===== src/hdl/wbss_pkg.sv =====
// ----------------------------------------------------------------------------
// Wildcard byte signature scanner package
// Shared register indexes, pattern widths and the configuration bundle.
// ----------------------------------------------------------------------------
package wbss_pkg;

    // Widths fixed by the register map.
    localparam int PAT_BYTES  = 16;
    localparam int PAT_IDX_W  = 4;
    localparam int LEN_W      = 5;
    localparam int CFG_DATA_W = 64;
    localparam int CFG_IDX_W  = 2;
    localparam int CARE_W     = 16;
    // The match address field never carries more than this many bits.
    localparam int OUT_ADDR_LIMIT = 48;

    typedef enum logic [CFG_IDX_W-1:0] {
        CFG_PATTERN_LOW  = 2'd0,
        CFG_PATTERN_HIGH = 2'd1,
        CFG_CARE_MASK    = 2'd2,
        CFG_PATTERN_LEN  = 2'd3
    } cfg_index_t;

    // Configuration seen by the match logic.
    typedef struct packed {
        logic [PAT_BYTES*8-1:0] pattern;
        logic [CARE_W-1:0]      care;
        logic [LEN_W-1:0]       length;
    } wbss_cfg_t;

endpackage


===== src/hdl/wbss_match.sv =====
// ----------------------------------------------------------------------------
// Wildcard byte signature scanner - window compare
// Compares the sliding window against the pattern under the care mask.
// ----------------------------------------------------------------------------
module wbss_match #(
    parameter int MAX_PATTERN_BYTES = 16
) (
    input  wbss_pkg::wbss_cfg_t                      cfg,
    input  logic [MAX_PATTERN_BYTES*8-1:0]           window,
    input  logic [$clog2(MAX_PATTERN_BYTES+1)-1:0]   fill,
    output logic                                     hit,
    output logic [wbss_pkg::LEN_W-1:0]               len_minus_one
);
    import wbss_pkg::*;

    logic [LEN_W-1:0] eff_len;
    logic [LEN_W-1:0] pos [MAX_PATTERN_BYTES];
    logic [MAX_PATTERN_BYTES-1:0] miss;

    // A zero length acts as one; anything above the window depth is clamped.
    always_comb
    begin
        if (cfg.length == '0)
        begin
            eff_len = LEN_W'(1);
        end
        else if (cfg.length > LEN_W'(MAX_PATTERN_BYTES))
        begin
            eff_len = LEN_W'(MAX_PATTERN_BYTES);
        end
        else
        begin
            eff_len = cfg.length;
        end
    end

    assign len_minus_one = eff_len - LEN_W'(1);

    // Window entry j lines up with pattern byte (length - 1 - j).
    always_comb
    begin
        for (int j = 0; j < MAX_PATTERN_BYTES; j++)
        begin
            pos[j]  = len_minus_one - LEN_W'(j);
            miss[j] = (LEN_W'(j) < eff_len) && cfg.care[pos[j][PAT_IDX_W-1:0]] &&
                      (window[j*8 +: 8] != cfg.pattern[pos[j][PAT_IDX_W-1:0]*8 +: 8]);
        end
    end

    assign hit = (LEN_W'(fill) >= eff_len) && (miss == '0);

endmodule


===== src/hdl/wildcard_byte_signature_scanner.sv =====
// ----------------------------------------------------------------------------
// Wildcard byte signature scanner
// Slides a window over a byte stream and reports the start address of every
// window that matches a masked pattern of up to sixteen bytes.
// ----------------------------------------------------------------------------
//  Channel   Dir  Payload (low bit first)              Transfer when
//  s_*       in   tdata: data_byte, byte_address       s_tvalid & s_tready
//                 tuser: region_start
//  m_*       out  tdata: match_address                 m_tvalid & m_tready
//  cfg_*     in   cfg_index, cfg_data                  cfg_valid & cfg_ready
//
// One byte is taken per cycle while the compare stage can move. A byte enters
// the window on transfer, is compared from the window register and, when that
// stage advances, its match is loaded into the output register. Reset empties
// the window and loads the register defaults. A stalled output holds back the
// compare stage only while it holds a match; the input side stops only then.
// ----------------------------------------------------------------------------
module wildcard_byte_signature_scanner #(
    parameter int MAX_PATTERN_BYTES = 16,
    parameter int ADDRESS_BITS      = 48
) (
    input  logic                                   clk,
    input  logic                                   rst_n,
    input  logic                                   s_tvalid,
    output logic                                   s_tready,
    // data_byte [7:0], byte_address above it, zero padding to whole bytes
    input  logic [((8+ADDRESS_BITS+7)/8)*8-1:0]    s_tdata,
    // region_start
    input  logic [0:0]                             s_tuser,
    output logic                                   m_tvalid,
    input  logic                                   m_tready,
    // match_address, zero padding to whole bytes
    output logic [((ADDRESS_BITS+7)/8)*8-1:0]      m_tdata,
    input  logic                                   cfg_valid,
    output logic                                   cfg_ready,
    input  wbss_pkg::cfg_index_t                   cfg_index,
    input  logic [wbss_pkg::CFG_DATA_W-1:0]        cfg_data
);
    import wbss_pkg::*;

    localparam int FILL_W    = $clog2(MAX_PATTERN_BYTES + 1);
    localparam int M_W       = ((ADDRESS_BITS + 7) / 8) * 8;
    localparam int KEEP_BITS = (ADDRESS_BITS < OUT_ADDR_LIMIT) ? ADDRESS_BITS : OUT_ADDR_LIMIT;
    localparam logic [ADDRESS_BITS-1:0] OUT_MASK =
        {ADDRESS_BITS{1'b1}} >> (ADDRESS_BITS - KEEP_BITS);

    // Configuration registers.
    wbss_cfg_t cfg_reg;

    // Window and compare stage.
    logic [7:0]              window_reg  [MAX_PATTERN_BYTES];
    logic [7:0]              window_next [MAX_PATTERN_BYTES];
    logic [MAX_PATTERN_BYTES*8-1:0] window_flat;
    logic [FILL_W-1:0]       fill_reg;
    logic [FILL_W-1:0]       fill_next;
    logic                    s1_valid_reg;
    logic [ADDRESS_BITS-1:0] s1_addr_reg;

    // Output register.
    logic                    out_valid_reg;
    logic [ADDRESS_BITS-1:0] out_addr_reg;

    logic                    in_xfer;
    logic                    s1_advance;
    logic                    hit;
    logic [LEN_W-1:0]        len_minus_one;
    logic [7:0]              in_byte;
    logic [ADDRESS_BITS-1:0] in_addr;
    logic                    in_start;

    assign in_byte  = s_tdata[7:0];
    assign in_addr  = s_tdata[8 +: ADDRESS_BITS];
    assign in_start = s_tuser[0];

    // A compare result that is not a match never waits for the output.
    assign s1_advance = s1_valid_reg && (!hit || !out_valid_reg || m_tready);
    assign s_tready   = !s1_valid_reg || s1_advance;
    assign in_xfer    = s_tvalid && s_tready;
    assign cfg_ready  = 1'b1;

    always_comb
    begin
        window_next[0] = in_byte;
        for (int k = 1; k < MAX_PATTERN_BYTES; k++)
        begin
            window_next[k] = in_start ? 8'h00 : window_reg[k-1];
        end
        if (in_start)
        begin
            fill_next = FILL_W'(1);
        end
        else if (fill_reg < FILL_W'(MAX_PATTERN_BYTES))
        begin
            fill_next = fill_reg + FILL_W'(1);
        end
        else
        begin
            fill_next = fill_reg;
        end
        for (int k = 0; k < MAX_PATTERN_BYTES; k++)
        begin
            window_flat[k*8 +: 8] = window_reg[k];
        end
    end

    wbss_match #(
        .MAX_PATTERN_BYTES(MAX_PATTERN_BYTES)
    ) u_match (
        .cfg          (cfg_reg),
        .window       (window_flat),
        .fill         (fill_reg),
        .hit          (hit),
        .len_minus_one(len_minus_one)
    );

    always_ff @(posedge clk or negedge rst_n)
    begin
        if (!rst_n)
        begin
            cfg_reg.pattern <= '0;
            cfg_reg.care    <= '0;
            cfg_reg.length  <= LEN_W'(1);
        end
        else if (cfg_valid)
        begin
            unique case (cfg_index)
                CFG_PATTERN_LOW:  cfg_reg.pattern[CFG_DATA_W-1:0] <= cfg_data;
                CFG_PATTERN_HIGH: cfg_reg.pattern[2*CFG_DATA_W-1:CFG_DATA_W] <= cfg_data;
                CFG_CARE_MASK:    cfg_reg.care   <= cfg_data[CARE_W-1:0];
                CFG_PATTERN_LEN:  cfg_reg.length <= cfg_data[LEN_W-1:0];
                default:          cfg_reg.length <= cfg_reg.length;
            endcase
        end
    end

    always_ff @(posedge clk or negedge rst_n)
    begin
        if (!rst_n)
        begin
            fill_reg      <= '0;
            s1_valid_reg  <= 1'b0;
            out_valid_reg <= 1'b0;
        end
        else
        begin
            if (in_xfer)
            begin
                fill_reg <= fill_next;
            end
            if (in_xfer)
            begin
                s1_valid_reg <= 1'b1;
            end
            else if (s1_advance)
            begin
                s1_valid_reg <= 1'b0;
            end
            if (s1_advance && hit)
            begin
                out_valid_reg <= 1'b1;
            end
            else if (m_tready)
            begin
                out_valid_reg <= 1'b0;
            end
        end
    end

    // Payload registers carry no reset; the fill count gates stale entries.
    always_ff @(posedge clk)
    begin
        if (in_xfer)
        begin
            window_reg  <= window_next;
            s1_addr_reg <= in_addr;
        end
        if (s1_advance && hit)
        begin
            out_addr_reg <= (s1_addr_reg - ADDRESS_BITS'(len_minus_one)) & OUT_MASK;
        end
    end

    assign m_tvalid = out_valid_reg;
    assign m_tdata  = M_W'(out_addr_reg);

    // The compare stage holds its item while the output is blocked.
    a_s1_hold: assert property (@(posedge clk) disable iff (!rst_n)
        s1_valid_reg && !s1_advance |=> s1_valid_reg && $stable(s1_addr_reg))
        else $error("compare stage lost its item while stalled");

    // The fill count saturates at the window depth.
    a_fill_max: assert property (@(posedge clk) disable iff (!rst_n)
        fill_reg <= FILL_W'(MAX_PATTERN_BYTES))
        else $error("window fill count beyond depth");

    // A region start leaves exactly one byte in the window.
    a_region_restart: assert property (@(posedge clk) disable iff (!rst_n)
        in_xfer && in_start |=> fill_reg == FILL_W'(1))
        else $error("window not restarted at region start");

endmodule

===== config.mk =====
export PLATFORM = sky130hd
export DESIGN_NAME = wildcard_byte_signature_scanner
export DESIGN_NICKNAME = d
export VERILOG_FILES = /design/src/hdl/wbss_pkg.sv /design/src/hdl/wbss_match.sv /design/src/hdl/wildcard_byte_signature_scanner.sv
export SDC_FILE = /design/constraint.sdc
export NUM_CORES = 1
export LEC_CHECK = 0
export ABC_AREA = 1
export BUFFER_PORTS_ARGS = -buffer_cell sky130_fd_sc_hd__buf_2
export CORE_MARGIN = 2
export CORE_UTILIZATION = 28
export DETAILED_ROUTE_END_ITERATION = 8
export PLACE_DENSITY_LB_ADDON = 0.05
export SYNTH_ARGS = -nofsm -noshare
export SYNTH_HDL_FRONTEND = slang
export SYNTH_SLANG_ARGS = --single-unit

===== constraint.sdc =====
create_clock -name clk -period 15.11 [get_ports clk]
set_input_delay 0 -clock clk [delete_from_list [all_inputs] [get_ports clk]]
set_output_delay 0 -clock clk [all_outputs]
set_load 0.05 [all_outputs]

==> results.tsv <==
metric	value	unit
start_util	28.2	%
die_area	0.0946	mm²
layout.nets	4120	
fin_skew	0.0383	ns
max_slew_margin	26.5	%
ys_ff_latch	380	
htreeDepth	2	
hold_ws	0.0180	ns
wirelength	124000	µm
clk_pin_slew_worst_paths	0.06	ns
grt_pass1_wl	176000	µm
yosys-top-cells-area	edfxtp_1 (26%), nand2_1 (20%), dfrtp_1 (15%)	
cts.path.max_buffers	3	
place_area	0.0276	mm²
cts.sinks	380	
required	15.38	ns
wl_per_cell	23.8	µm
drv_slew	0	
syn_avg_cell_area	6.85	µm²
drt_iter0_drc	2771	
cp-start-kind	flip-flop	
critical_path_class	reg -> reg	
syn_area	0.0258	mm²
ys_warn_count	0	
via_per_inst	5.00	
core	0.0915	mm²
synthFlopType	edfxtp_1	
synth_nets	3917	
synth_most_common_cell	nand2_1	
cts_tree	yes	
finalWeightedCongestion	0.957	
largest_reg_flops	149	
post-route-drc-count	0	
dp_cells	4977	
drive_above_1_share	8.63	%
die_y	308	µm
rsz0062_at_grt	no	
hold_violations	0	
cts_resized	0	
grtUsageTotal	26.0	%
setup_viol	0	
dieWidth	308	µm
syn_inst	3768	
syn2layout_area_growth	18.5	%
synth-edff-count	224	
arrival	6.98	ns
ioPinCount	179	
grt.overflow.total	0	
clock_latency	0.65	ns
design_area	0.0306	mm²
clock-root-buffer	clkbuf_16	
finalCriticalPeriod	6.71	ns
vias	25967	
rows	111	
fmax	149	MHz
antenna_cells	0	
power	5.50	mW
synth_cell_type_count	55	
peakVddDrop	0.103	mV
cts_inserted_buffers	49	
post_cts_buffers	0	
stdcell_count	5196	
tightest_slew	1.10	ns
fillers	9925	
io_buffers	177	
post-synth-top-area-fraction	26.1	%
synthArstFlopShare	41.1	%
antenna_found_initial	3	
yosysTopAreaCell	edfxtp_1	
maxCapViolCount	0	
ant_nets	0	
synthTopCellsByCount	nand2_1 (1356), nand3_1 (769), inv_1 (387)	
first_global_vias	24419	
dp_hpwl	96000	µm
dr.pass1.iters	6	
powerDensity	180	mW/mm²
setup_tns	0	ns
leakagePower	14.9	nW
fin_crit_sh	44.4	%
run_status	finished, final reports clean	
hp-class	in -> async	
cts_hold_buf	129	
yosysSeqAreaShare	41.2	%
grt_max_degree	144	
worstSetupEndpointType	flip-flop	
cp_max_fo	48	
[metal layers]
metal / wire [µm] / GRT usage [%]
met5: 10 / 0
met4: 5190 / 9.93
met3: 9820 / 6.16
met2: 53400 / 39.3
met1: 55500 / 35.7
[cell families (layout without fill, tap and decap cells)]
family,Yosys count,in the layout,synth area share (%)
buffers and inverters,579,821,9.11
AOI/OAI and AO/OA,264,264,5.42
muxes,3,3,0.116
other,1,1,0.0145
DFF,380,380,41.2
adders and majority gates,21,21,1.05
and+or+nand+nor,2457,2457,41.0
xor gates and xnor gates,63,63,2.14
[final timing paths]
check                                   to  slack [ns]        start  depth (start not counted)
setup / recovery               m_tdata[14]        8.40   cfg_reg[4]                         27
hold / removal                cfg_reg[139]        0.02        rst_n                          2
setup reg to reg               m_tdata[14]        8.40   cfg_reg[4]                         27
hold reg to reg                cfg_reg[18]        0.48  cfg_reg[18]                          2
max in group asynchronous      fill_reg[1]       13.58        rst_n                          3
min in group clk           s1_addr_reg[26]        0.07  s_tdata[34]                          2
[power breakdown]
part           switching [mW]  internal, mW  leakage (nW)
clock network           0.498         0.732         0.802
registers               0.137          1.21          4.16
logic                    2.17         0.755          9.91
[per-stage QoR]
step	setup WS, ns	util, %
finish	8.40	33.4
global route	7.97	33.4
CTS	8.43	33.4
detailed placement	8.44	30.2
global placement	8.51	30.2
floorplan	0.759	-
[area by class of cell]
class,count,area [µm²],area share (%)
well taps,1186,1480,4.85
inverters,396,1490,4.87
clock inverters,23,299,0.978
clock buffers,67,1360,4.43
flip-flops and latches,380,10600,34.8
repair buffers,335,2420,7.90
multi-input cells,2809,12900,42.2
[worst max-delay path, stage by stage, from the launching register on]
cell	delay [ns]
dfrtp_1	0.65
inv_2	0.24
nand2_2	0.21
buf_4	0.55
nand2_1	0.18
nand2_2	0.12
buf_4	0.53
ha_1	0.34
buf_4	0.28
inv_1	0.22
buf_4	0.43
nand3_1	0.15
nand2_1	0.26
nand2_1	0.12
nand2_1	0.12
nand2_1	0.05
nand2_1	0.06
nand2_1	0.05
nor2_1	0.12
nand2_1	0.06
nand2_1	0.11
nand2_1	0.06
nor2_1	0.16
nand2_1	0.16
nor2_4	0.19
nand2_1	0.15
nor2_4	0.10
buf_4	0.55
[cell usage in the layout, fill, tap and decap left out, types with 13 or more instances in the layout]
master	n
nand3_1	769
nor3_1	17
buf_2	175
clkbuf_1	13
xnor2_1	25
o211ai_1	14
nand2_1	1350
o21ai_0	214
clkbuf_16	50
xor2_1	38
buf_4	29
nand2_4	13
edfxtp_1	224
ha_1	19
dfrtp_1	155
inv_1	386
nor2_1	243
dlygate4sd3_1	129
a21oi_1	13
Power figures use the tool's default switching activity.
